[config.mk]
export PLATFORM = sky130hd
export DESIGN_NAME = ffbp_regs
export DESIGN_NICKNAME = d
export VERILOG_FILES = /design/src/rtl/ffbp_pkg.sv /design/src/rtl/ffbp_regs.sv
export SDC_FILE = /design/constraint.sdc
export NUM_CORES = 1
export LEC_CHECK = 0
export ABC_AREA = 1
export BUFFER_PORTS_ARGS = -buffer_cell sky130_fd_sc_hd__buf_4
export CAP_MARGIN = 20
export CORE_MARGIN = 1.5
export CORE_UTILIZATION = 46
export DETAILED_ROUTE_END_ITERATION = 7
export GPL_TIMING_DRIVEN = 0
export PLACE_DENSITY = 0.77
export SYNTH_ARGS = -nofsm -noshare
export SYNTH_HDL_FRONTEND = slang
export SYNTH_SLANG_ARGS = --single-unit
[constraint.sdc]
create_clock -name clk -period 1.3 [get_ports clk]
set_input_delay 0.26 -clock clk [delete_from_list [all_inputs] [get_ports clk]]
set_output_delay 0.26 -clock clk [all_outputs]
set_load 0.02 [all_outputs]
[src/rtl/ffbp_pkg.sv]
// Shared types and constants for the first-fit bin packer.
`timescale 1ns / 1ps
`default_nettype none
package ffbp_pkg;

  localparam int MAX_BINS_DEF = 64;

  localparam int SIZE_W = 16;
  localparam int CAP_W  = 17;
  localparam int HDR_W  = 16;
  localparam int BASE_W = 16;
  localparam int BIN_W  = 17;
  localparam int USED_W = 7;
  localparam int SUM_W  = 18;

  localparam int DATA_W = 32;
  localparam int ADDR_W = 4;

  localparam logic [CAP_W-1:0] CAPACITY_RESET = 17'h10000;
  localparam logic [HDR_W-1:0] HEADER_RESET   = 16'h0014;
  localparam logic [SUM_W-1:0] ITEM_OVERHEAD  = 18'd4;

  // lanes are scanned for the first fit in groups of this many
  localparam int GROUP_SIZE = 8;
  localparam int GROUP_W    = 3;

  typedef enum logic [1:0] {
    REG_CAPACITY = 2'd0,
    REG_HEADER   = 2'd1,
    REG_BASE     = 2'd2,
    REG_NONE     = 2'd3
  } reg_idx_t;

  typedef enum logic [1:0] {
    ST_IDLE,
    ST_GROUP,
    ST_SELECT,
    ST_UPDATE
  } state_t;

  typedef struct packed {
    logic load;
    logic group_en;
    logic select_en;
    logic update_en;
  } cmd_t;

  typedef struct packed {
    logic [CAP_W-1:0]  capacity;
    logic [HDR_W-1:0]  header;
    logic [BASE_W-1:0] base;
  } cfg_t;

endpackage
`default_nettype wire

[src/rtl/ffbp_regs.sv]
// APB configuration registers: capacity, header size and bin number base.
`timescale 1ns / 1ps
`default_nettype none
module ffbp_regs (
  input  wire logic                         clk,
  input  wire logic                         rst,
  input  wire logic                         psel,
  input  wire logic                         penable,
  input  wire logic                         pwrite,
  input  wire logic [ffbp_pkg::ADDR_W-1:0]  paddr,
  input  wire logic [ffbp_pkg::DATA_W-1:0]  pwdata,
  output logic      [ffbp_pkg::DATA_W-1:0]  prdata,
  output logic                              pready,
  output ffbp_pkg::cfg_t                    cfg
);

  ffbp_pkg::reg_idx_t idx;
  logic               wr_en;

  assign idx    = ffbp_pkg::reg_idx_t'(paddr[3:2]);
  assign pready = 1'b1;
  assign wr_en  = psel && penable && pwrite && pready;

  always_ff @(posedge clk) begin
    if (rst) begin
      cfg.capacity <= ffbp_pkg::CAPACITY_RESET;
      cfg.header   <= ffbp_pkg::HEADER_RESET;
      cfg.base     <= '0;
    end else if (wr_en) begin
      unique case (idx)
        ffbp_pkg::REG_CAPACITY: cfg.capacity <= pwdata[ffbp_pkg::CAP_W-1:0];
        ffbp_pkg::REG_HEADER:   cfg.header   <= pwdata[ffbp_pkg::HDR_W-1:0];
        ffbp_pkg::REG_BASE:     cfg.base     <= pwdata[ffbp_pkg::BASE_W-1:0];
        default: ;
      endcase
    end
  end

  always_comb begin
    unique case (idx)
      ffbp_pkg::REG_CAPACITY: prdata = ffbp_pkg::DATA_W'(cfg.capacity);
      ffbp_pkg::REG_HEADER:   prdata = ffbp_pkg::DATA_W'(cfg.header);
      ffbp_pkg::REG_BASE:     prdata = ffbp_pkg::DATA_W'(cfg.base);
      default:                prdata = '0;
    endcase
  end

endmodule
`default_nettype wire

==> summary.md, run 1 <==
| Metric | Value |
|---|---|
| Root Buffer | `clkbuf_8` |
| Area delta synth->final | `53.7%` |
| CP Launch Type | `input port` |
| Worst hold path type | `in2reg` |
| Failing checks | `negative setup slack` |
| # rows | `26` |
| Total number of vias | `2843` |
| Max FFs per register | `49` |
| CTS Hold Buffers Added | `0` |
| Sequential Power Share | `0.449` |
| GRT overflow | `0` |
| Sw Pwr | `0.916 mW` |
| Final core occ | `0.732` |
| Logic pwr share | `0.186` |
| DRC | `0` |
| # port buffers | `89` |
| Switching share of power | `0.263` |
| WL final | `8290 um` |
| Register Area | `981 um2` |
| Sequential share of the synthesized area | `0.403` |
| Status | `complete, but fails checks` |
| Slew HR | `0.592` |
| Overall power | `3.48 mW` |
| Max Cap Viol | `0` |
| Worst reg-to-reg path cell count | `2` |
| Post-layout minimum cycle time | `around 1.3 ns` |
| H-Tree Depth | `2` |
| Final Slew Violations | `0` |
| Global-route wire length before repair | `about 12000 um` |
| Hold_ws | `0.173 ns` |
| Avg Inst Size Synth | `6.39 um2` |
| Hold_sp | `pwdata[16]` |
| Worst setup slack after layout | `-0.0396 ns` |
| Final period utilization | `1.03` |
| CP Class | `in2out` |
| GR Util All Layers | `0.270` |
| P per Cell Area | `931 nW/um2` |
| Vias in the first global route | `around 2.5k` |
| Hold Path End | `cfg[48]` |
| Synth Warn # | `0` |
| CTS tree | `done` |
| Die X | `75.7 um` |
| Mapped cell area | `roughly 2400 um2` |
| Final Cell Area | `3740 um2` |
| Largest net degree at the start of global routing | `16` |
| Reg2reg start | `cfg[23]` |
| Top Ports | `123` |
| HPWL after DPL | `5070 um` |
| Worst Skew | `0 ns` |
| Final setup vio count | `14` |
| Setup WS pre-CTS | `-0.465 ns` |
| Hold Vio Cnt, Final | `0` |
| Maximum VDD drop | `0.597 mV` |
| Share of cells above drive strength 1 | `0.372` |
| Instance count of the mapped netlist | `381` |
| Placement Cell Area | `3240 um2` |
| Initial DRC count | `around 280` |
| Die Span Y | `75.7 um` |
| Initial cell density of the core | `0.476` |
| Critical R2R Capture | `cfg[23]` |
| Maximum clock insertion buffer count | `2` |
| #FFs+latches synth | `49` |
| Core area | `5110 um2` |
| Routability Congestion | `0.839` |
| Int Power | `2.57 mW` |
| Multi-input logic area | `1340 um2` |
| WP data required | `~1.0 ns` |
| # diodes | `0` |
| Max Clk Rate | `746 MHz` |
| WP data arrival | `1.08 ns` |
| Final #Nets | `540` |
| Biggest register | `cfg` |
| Clk pin slew, worst setup/hold paths | `0.09 ns` |
| Fill count | `424` |
| Reg-to-reg setup timing slack | `between 0.5 and 0.6 ns` |
| Detail Route Antenna Nets | `0` |
| Critical-path maximum fanout | `5` |
| Antenna violations before repair | `0` |
| Total iterations of the first detailed-routing run | `5` |
| Num CTS Buffers | `5` |
| Clock network fraction of design power | `0.365` |
| Largest registers | `cfg (49)` |
| Leakage | `1.95 nW` |
| CP Capture Type | `primary output` |
| Worst-skew pair later-pin latency | `0.30 ns` |
| Die ar. | `~5700 um2` |
| Worst Max-Slew Pin Slew | `0.611 ns` |
| Vias per cell | `about 5` |
| Drt wl/cell | `14.5 um` |
| Clock sinks | `49` |
| Distinct cells, synth | `14` |
| Depth of the worst hold-timing path | `3` |
| RSZ-0062 raised after global routing | `yes` |
## through the flow
| stage | std cells | setup TNS, ns |
|---|---|---|
| 2_1_floorplan | 395 | 0 |
| 3_3_place_gp | 554 | -6.31 |
| 3_5_place_dp | 554 | -6.21 |
| 4_1_cts | 564 | -0.0350 |
| 5_1_grt | 570 | -0.655 |
| 6_report | 570 | -0.217 |
## layout make-up
class / instances / area share
Clock buffer: 5 / 0.0184
Buffer: 38 / 0.0759
Multi-Input combinational cell: 287 / 0.359
Inverter: 21 / 0.0231
Tap cell: 70 / 0.0234
Clock inverter: 3 / 0.0174
Sequential cell: 49 / 0.262
Timing Repair Buffer: 97 / 0.220
## per-layer routing
metal	GRT usage	wire length [um]
met1	0.327	3190
met2	0.477	4220
met3	0.0582	736
met4	0.0893	139
met5	0	0
## critical path, cell delays in order
cell	delay, ns
buf_8	0.11
inv_4	0.05
nor2_4	0.20
buf_6	0.18
nand2_1	0.08
nand3_2	0.08
buf_6	0.11
## worst max-delay path by stage
stage	startpoint	slack (ns)	end	cells after the start
floorplan	paddr[2]	0.05	prdata[10]	4
global placement	paddr[2]	-0.48	prdata[7]	6
detailed placement	paddr[2]	-0.47	prdata[7]	6
CTS	paddr[3]	-0.01	prdata[1]	6
global route	paddr[3]	-0.07	prdata[8]	7
finish	paddr[2]	-0.04	prdata[8]	7
## cell families (layout without fill, tap and decap cells)
logic type | count (synthesis) | after routing | share of synthesized area
AO/OA/AOI/OAI | 1 | 1 | 0.00205
other | 2 | 16 | 0.00309
AND/OR/NAND/NOR | 270 | 270 | 0.462
buffers and inverters | 59 | 164 | 0.130
flip-flops | 49 | 49 | 0.403
## cell usage in the layout (no fill, tap or decap), drive strengths merged
master    n
buf     135
nand2   104
nor2    100
nand3    66
dfxtp    49
inv      21
conb     16
clkbuf    5
bufinv    2
o21ai     1
clkinv    1
## power by group through the flow
| stage | combinational, mW | clock [mW] | sequential, mW |
|---|---|---|---|
| 2_1_floorplan | 0.303 | 0 | 1.63 |
| 3_3_place_gp | 0.540 | 0 | 1.59 |
| 3_5_place_dp | 0.544 | 0 | 1.59 |
| 4_1_cts | 0.577 | 1.27 | 1.56 |
| 5_1_grt | 0.700 | 1.35 | 1.57 |
| 6_report | 0.649 | 1.27 | 1.56 |
## cell usage after synthesis
cell type  number  share of area
buf_4          21          0.065
dfxtp_1        49           0.40
o21ai_0         1         0.0021
conb_1          2         0.0031
nand2_1       104           0.16
buf_1           3         0.0046
nand3_1        65           0.13
buf_2          13          0.027
clkbuf_1        1         0.0015
inv_2           2         0.0031
inv_1          19          0.029
nand3_2         1         0.0041
nor2_4          3          0.014
nor2_1         97           0.15
## repair_timing
| item | in CTS | in global routing |
|---|---|---|
| gates resized for setup | 26 | 67 |
| gates cloned | 1 | 4 |
| pin swaps | 1 | 2 |
| endpoints found under the setup margin | 16 | 16 |
| setup buffers | 1 | 2 |
Note: power is estimated with default switching activity, not from simulation.
==> inputs of run 2 (changes only) <==
--- a/config.mk
+++ b/config.mk
@@ -10,8 +10,8 @@
 export CAP_MARGIN = 20
 export CORE_MARGIN = 1.5
-export CORE_UTILIZATION = 46
+export CORE_UTILIZATION = 41
 export DETAILED_ROUTE_END_ITERATION = 7
 export GPL_TIMING_DRIVEN = 0
-export PLACE_DENSITY = 0.77
+export PLACE_DENSITY = 0.72
 export SYNTH_ARGS = -nofsm -noshare
 export SYNTH_HDL_FRONTEND = slang
==> constraint.sdc (replaced) <==
create_clock -name clk -period 1.1 [get_ports clk]
set_input_delay 0.165 -clock clk [delete_from_list [all_inputs] [get_ports clk]]
set_output_delay 0.165 -clock clk [all_outputs]
set_load 0.02 [all_outputs]
==> run 2 against run 1 <==
The run still ends with negative setup slack left. Global-route usage fell by 2.2 points. Routed wire length fell by 1.0%. Final cell count rose by 1.1%. Critical path depth did not move. Critical endpoint unchanged. Count of clock-buffer cells in the layout rose by 2. First-iteration DRC count fell by 40%. Design area rose by 0.80%. Largest power group unchanged.
==> summary.md, run 2 (same netlist as run 1, synthesis figures left out) <==
| Metric | Value |
|---|---|
| Failing checks | `negative setup slack` |
| CP Capture Type | `primary output` |
| Inst Count DP | `556 (+0.36%)` |
| Max Clk Rate | `867 MHz` |
| Vias in the first global route | `2453 (-0.57%)` |
| Crit path cell chain | `buf_12 -> inv_6 -> nor2_4 -> clkbuf_16 -> nand2_2 -> nand3_2 -> buf_6` |
| Clk pin slew, worst setup/hold paths | `0.08 ns (about the same)` |
| Slew HR | `0.602 (+0.00947)` |
| Maximum VDD drop | `0.481 mV (-19%)` |
| CP Buf/Inv Count | `4 (unchanged)` |
| Worst hold path type | `in2reg` |
| RSZ-0062 raised after global routing | `yes` |
| Worst Max-Slew Pin Slew | `0.597 ns (-0.0142 ns)` |
| Leakage | `1.95 nW (+0.12%)` |
| Fill count | `526 (+24%)` |
| Final #Nets | `545 (+0.93%)` |
| Die ar. | `6410 um2 (+12%)` |
| Initial DRC count | `165 (-40%)` |
| P per Cell Area | `978 nW/um2 (+5.1%)` |
| Final period utilization | `1.05` |
| WP data arrival | `0.99 ns (-0.09 ns)` |
| Share of cells above drive strength 1 | `0.429 (+0.0566)` |
| Hold_ws | `0.0814 ns (-0.0912 ns)` |
| Root Buffer | `clkbuf_8` |
| Drt wl/cell | `14.2 um (-2.0%)` |
| Top Ports | `123 (unchanged)` |
| Die X | `80.0 um (+5.7%)` |
| CTS Hold Buffers Added | `0 (unchanged)` |
| Post-layout minimum cycle time | `1.15 ns` |
| Core area | `5610 um2 (+9.8%)` |
| Crit-path slowest cell | `nor2_4` |
| Commonest non-fill, non-tap cells in the layout | `99 x buf_4, 93 x nor2_1, 92 x nand2_1, 51 x nand3_1, 36 x dfxtp_2` |
| Total number of vias | `2819 (-0.84%)` |
| Status | `complete, but fails checks` |
| CTS tree | `done` |
| Worst-skew pair later-pin latency | `0.30 ns (about the same)` |
| Max FFs per register | `49 (unchanged)` |
| Final Slew Violations | `0 (unchanged)` |
| DRC | `0 (unchanged)` |
| Routability Congestion | `0.824 (-1.7%)` |
| Antenna violations before repair | `0 (unchanged)` |
| Num CTS Buffers | `5 (unchanged)` |
| Hold Vio Cnt, Final | `0 (unchanged)` |
| Max Cap Viol | `0 (unchanged)` |
| Vias per cell | `4.89 (-1.9%)` |
| CP Class | `in2out` |
| Detail Route Antenna Nets | `0 (unchanged)` |
| Final setup vio count | `15 (+1)` |
| Critical-path maximum fanout | `6 (+1)` |
| Clock sinks | `49 (unchanged)` |
| # diodes | `0 (unchanged)` |
| Worst Skew | `0 ns (unchanged)` |
| Biggest register | `cfg` |
| CP Launch Type | `input port` |
| Final Non-Filler Cells | `576 (+1.1%)` |
| Worst setup slack after layout | `-0.0534 ns (-0.0138 ns)` |
| WL final | `8210 um (-1.0%)` |
| Total iterations of the first detailed-routing run | `4 (-1)` |
| Maximum clock insertion buffer count | `2 (unchanged)` |
| GRT overflow | `0 (unchanged)` |
| HPWL after DPL | `5260 um (+3.7%)` |
| Worst path top cell family by delay | `buffers and inverters` |
| # rows | `27 (+3.8%)` |
| GR Util All Layers | `0.248 (-0.0221)` |
| H-Tree Depth | `2 (unchanged)` |
| Global-route wire length before repair | `12100 um (+5.2%)` |
| Initial cell density of the core | `0.434 (-0.0425)` |
| Final Cell Area | `3770 um2 (+0.80%)` |
| Commonest non-fill, non-tap cell in the layout | `buf_4` |
| Area delta synth->final | `54.9%` |
| Worst path max stage delay | `0.24 ns (+0.04 ns)` |
| WP data required | `0.94 ns (-0.10 ns)` |
| Die Span Y | `80.0 um (+5.7%)` |
| Largest net degree at the start of global routing | `14 (-2)` |
| # port buffers | `89 (unchanged)` |
| Placement Cell Area | `3240 um2 (about the same)` |
| Largest registers | `cfg (49)` |
-- run 2: per-stage QoR --
step	utilization	total power [mW]	setup slack, ns	TNS [ns]
after floorplan	-	2.28	0.0354	0
after global placement	0.579	2.52	-0.531	-9.96
after detailed placement	0.579	2.53	-0.491	-9.83
after CTS	0.635	3.63	0.0000688	0
after global routing	0.672	3.83	-0.0706	-0.845
final	0.672	3.69	-0.0534	-0.411
-- run 2: tightest hold or removal path: stages --
cell and delay (ns):
buf_4 0.07, nand2_1 0.04, nand3_1 0.07
-- run 2: layer usage --
metal	part of all wire	up-vias	track usage
met2	0.48	128	0.419
li1	-	1393	-
met4	0.017	0	0.0879
met1	0.41	1286	0.313
met3	0.087	12	0.0457
met5	0	-	0
-- run 2: power breakdown --
group,total (mW),switching (mW),internal (mW)
clock,1.07,0.568,0.500
sequential,1.85,0.0341,1.82
combinational,0.769,0.441,0.328
-- run 2: area by class of cell --
type	count	area [um2]	area share
Clock buffer	7	86.3	0.0229
Sequential cell	49	1030	0.272
Buffer	38	283	0.0750
Tap cell	72	90.1	0.0239
Multi-Input combinational cell	287	1310	0.348
Timing Repair Buffer	102	885	0.235
Inverter	21	86.3	0.0229
-- run 2: path summary, 6_finish.rpt --
check / slack (ns) / depth (start not counted) / end / startpoint
hold / removal: 0.08 / 3 / cfg[48] / pwdata[16]
setup reg to reg: 0.35 / 3 / cfg[48] / cfg[48]
setup / recovery: -0.05 / 7 / prdata[8] / paddr[2]
hold reg to reg: 0.49 / 2 / cfg[18] / cfg[18]
-- run 2: what timing repair did --
| item | CTS | global route |
|---|---|---|
| resized for setup | 70 | 46 |
| pin swaps | 2 | 10 |
| endpoints found under the hold margin | 0 | 0 |
| setup endpoints to repair | 17 | 17 |
| gates cloned | 3 | 2 |
| buffers inserted | 4 | 4 |
==> inputs of run 3 (changes only) <==
- REMOVE_ABC_BUFFERS: unset -> 1
==> run 3 against run 2 <==
The flow still finishes with violations (negative setup slack). Worst setup slack better by 0.031 ns. Routed wire length down 4.7%. Maximum frequency increased by 2.7%. Critical path depth shrank 1. Final cell count shrank 3.3%. Critical path type unchanged. Largest power group unchanged.
==> summary.md, run 3 (same netlist as run 1, synthesis figures left out) <==
| Metric | Value |
|---|---|
| Worst-skew pair later-pin latency | `0.30 ns (about the same)` |
| Max Cap Viol | `0 (unchanged)` |
| Antenna violations before repair | `0 (unchanged)` |
| Overall power | `3.70 mW (+0.23%)` |
| Root Buffer | `clkbuf_8` |
| CP Launch Type | `input port` |
| Core area | `5610 um2 (unchanged)` |
| # diodes | `0 (unchanged)` |
| Commonest non-fill, non-tap cells in the layout | `93 x nor2_1, 89 x buf_4, 82 x nand2_1, 49 x nand3_1, 40 x dfxtp_2` |
| Final Slew Violations | `0 (unchanged)` |
| Depth of the worst hold-timing path | `3 (unchanged)` |
| Hold_ws | `0.0861 ns (+0.00469 ns)` |
| Share of cells above drive strength 1 | `0.445 (+0.0168)` |
| Global-route wire length before repair | `11600 um (-4.4%)` |
| Worst Max-Slew Pin Slew | `0.617 ns (+0.0202 ns)` |
| WL final | `7820 um (-4.7%)` |
| WP data arrival | `0.96 ns (-0.03 ns)` |
| Total iterations of the first detailed-routing run | `4 (unchanged)` |
| Vias in the first global route | `2403 (-2.0%)` |
| Vias per cell | `4.88 (-0.37%)` |
| Total number of vias | `2716 (-3.7%)` |
| Slew HR | `0.587 (-0.0145)` |
| Register Area | `1030 um2 (+0.49%)` |
| Worst reg-to-reg path cell count | `3 (unchanged)` |
| Crit path cell chain | `buf_12 -> nor2_4 -> clkbuf_16 -> nand2_2 -> nand3_2 -> buf_6` |
| Largest registers | `cfg (49)` |
| Area delta synth->final | `54.2%` |
| CP Capture Type | `primary output` |
| Worst path max stage delay | `0.22 ns (-0.02 ns)` |
| Max FFs per register | `49 (unchanged)` |
| # rows | `27 (unchanged)` |
| Hold Vio Cnt, Final | `0 (unchanged)` |
| Top Ports | `123 (unchanged)` |
| Initial cell density of the core | `0.434 (unchanged)` |
| Biggest register | `cfg` |
| WP data required | `0.94 ns (about the same)` |
| Clock sinks | `49 (unchanged)` |
| Largest net degree at the start of global routing | `28 (+14)` |
| Failing checks | `negative setup slack` |
| Status | `complete, but fails checks` |
| Critical-path maximum fanout | `6 (unchanged)` |
| Detail Route Antenna Nets | `0 (unchanged)` |
| GRT overflow | `0 (unchanged)` |
| Initial DRC count | `138 (-16%)` |
| Drt wl/cell | `14.0 um (-1.5%)` |
| RSZ-0062 raised after global routing | `yes` |
| Final #Nets | `526 (-3.5%)` |
| Final period utilization | `1.02 (-0.0279)` |
| Maximum clock insertion buffer count | `2 (unchanged)` |
| CTS tree | `done` |
| H-Tree Depth | `2 (unchanged)` |
| Final core occ | `0.669 (-0.00290)` |
| Final Non-Filler Cells | `557 (-3.3%)` |
| Clk pin slew, worst setup/hold paths | `0.08 ns (about the same)` |
| HPWL after DPL | `4060 um (-23%)` |
| Die X | `80.0 um (unchanged)` |
| P per Cell Area | `985 nW/um2 (+0.66%)` |
| # port buffers | `89 (unchanged)` |
| Die Span Y | `80.0 um (unchanged)` |
| Worst setup slack after layout | `-0.0227 ns (+0.0307 ns)` |
| Worst hold path type | `in2reg` |
| Maximum VDD drop | `0.503 mV (+4.4%)` |
| Num CTS Buffers | `5 (unchanged)` |
| Die ar. | `6410 um2 (unchanged)` |
| Inst Count DP | `522 (-6.1%)` |
| Post-layout minimum cycle time | `1.12 ns (-0.0307 ns)` |
| Routability Congestion | `0.727 (-12%)` |
| Multi-input logic area | `1390 um2 (+5.9%)` |
| Worst Skew | `0 ns (unchanged)` |
| Fill count | `526 (unchanged)` |
| CP Class | `in2out` |
| DRC | `0 (unchanged)` |
| Max Clk Rate | `891 MHz (+2.7%)` |
| Leakage | `1.92 nW (-1.5%)` |
| Final setup vio count | `5 (-10)` |
| Reg-to-reg setup timing slack | `0.39 ns (+0.04 ns)` |
| Commonest non-fill, non-tap cell in the layout | `nor2_1` |
| GR Util All Layers | `0.233 (-0.0147)` |
| Crit-path slowest cell | `nor2_4` |
==> run 3: cell types whose count changed in the layout (fill, tap and decap cells not counted), moves of 4 or more <==
cell     before  now
nand2_1      92   82
buf_2         8    1
dfxtp_1      13    9
dfxtp_2      36   40
buf_4        99   89
nand2_2      12   19
==> run 3: report_power, final <==
part	leakage (nW)	total [mW]	internal, mW	switching [mW]
Combinational	1.46	0.762	0.319	0.443
Sequential	0.413	1.85	1.82	0.0353
Clock	0.0443	1.08	0.500	0.581
==> run 3: path summary, 6_finish.rpt <==
path             start        end
max           paddr[2]  prdata[8]
min reg2reg    cfg[20]    cfg[20]
max reg2reg    cfg[48]    cfg[48]
min          pwdata[4]    cfg[20]
==> run 3: repair_timing <==
item	CTS	global route
pin swaps	3	9
gates resized for setup	61	58
setup buffers	14	10
hold buffers	0	0
gates cloned	4	2
setup endpoints to repair	64	42
==> run 3: layout make-up <==
cell class	count	area share
Clock buffer	7	0.0230
Inverter	21	0.0240
Multi-Input combinational cell	289	0.371
Sequential cell	49	0.275
Tap cell	72	0.0240
Timing Repair Buffer	119	0.284
==> run 3: through the flow <==
stage	setup slack, ns	instance area (um2)	setup TNS (ns)
after floorplan	-0.990	2250	-53.08
after detailed placement	-0.650	3100	-28.85
after CTS	-0.0474	3540	-0.269
after global routing	-0.0567	3750	-0.579
after global placement	-1.83	3010	-107.69
final	-0.0227	3750	-0.0632
==> run 3: worst max-delay path, delay by kind of cell <==
kind	cells	cell delay (ns)
buf+inv	3	0.43
simple gates	3	0.34
==> run 3: layer usage <==
metal / global-route usage / part of all wire / vias to the layer above
met1: 0.303 / 0.45 / 1258
met3: 0.0469 / 0.062 / 2
met5: 0 / 0 / -
li1: - / - / 1350
met4: 0.0534 / 0.0032 / 0
met2: 0.397 / 0.49 / 106
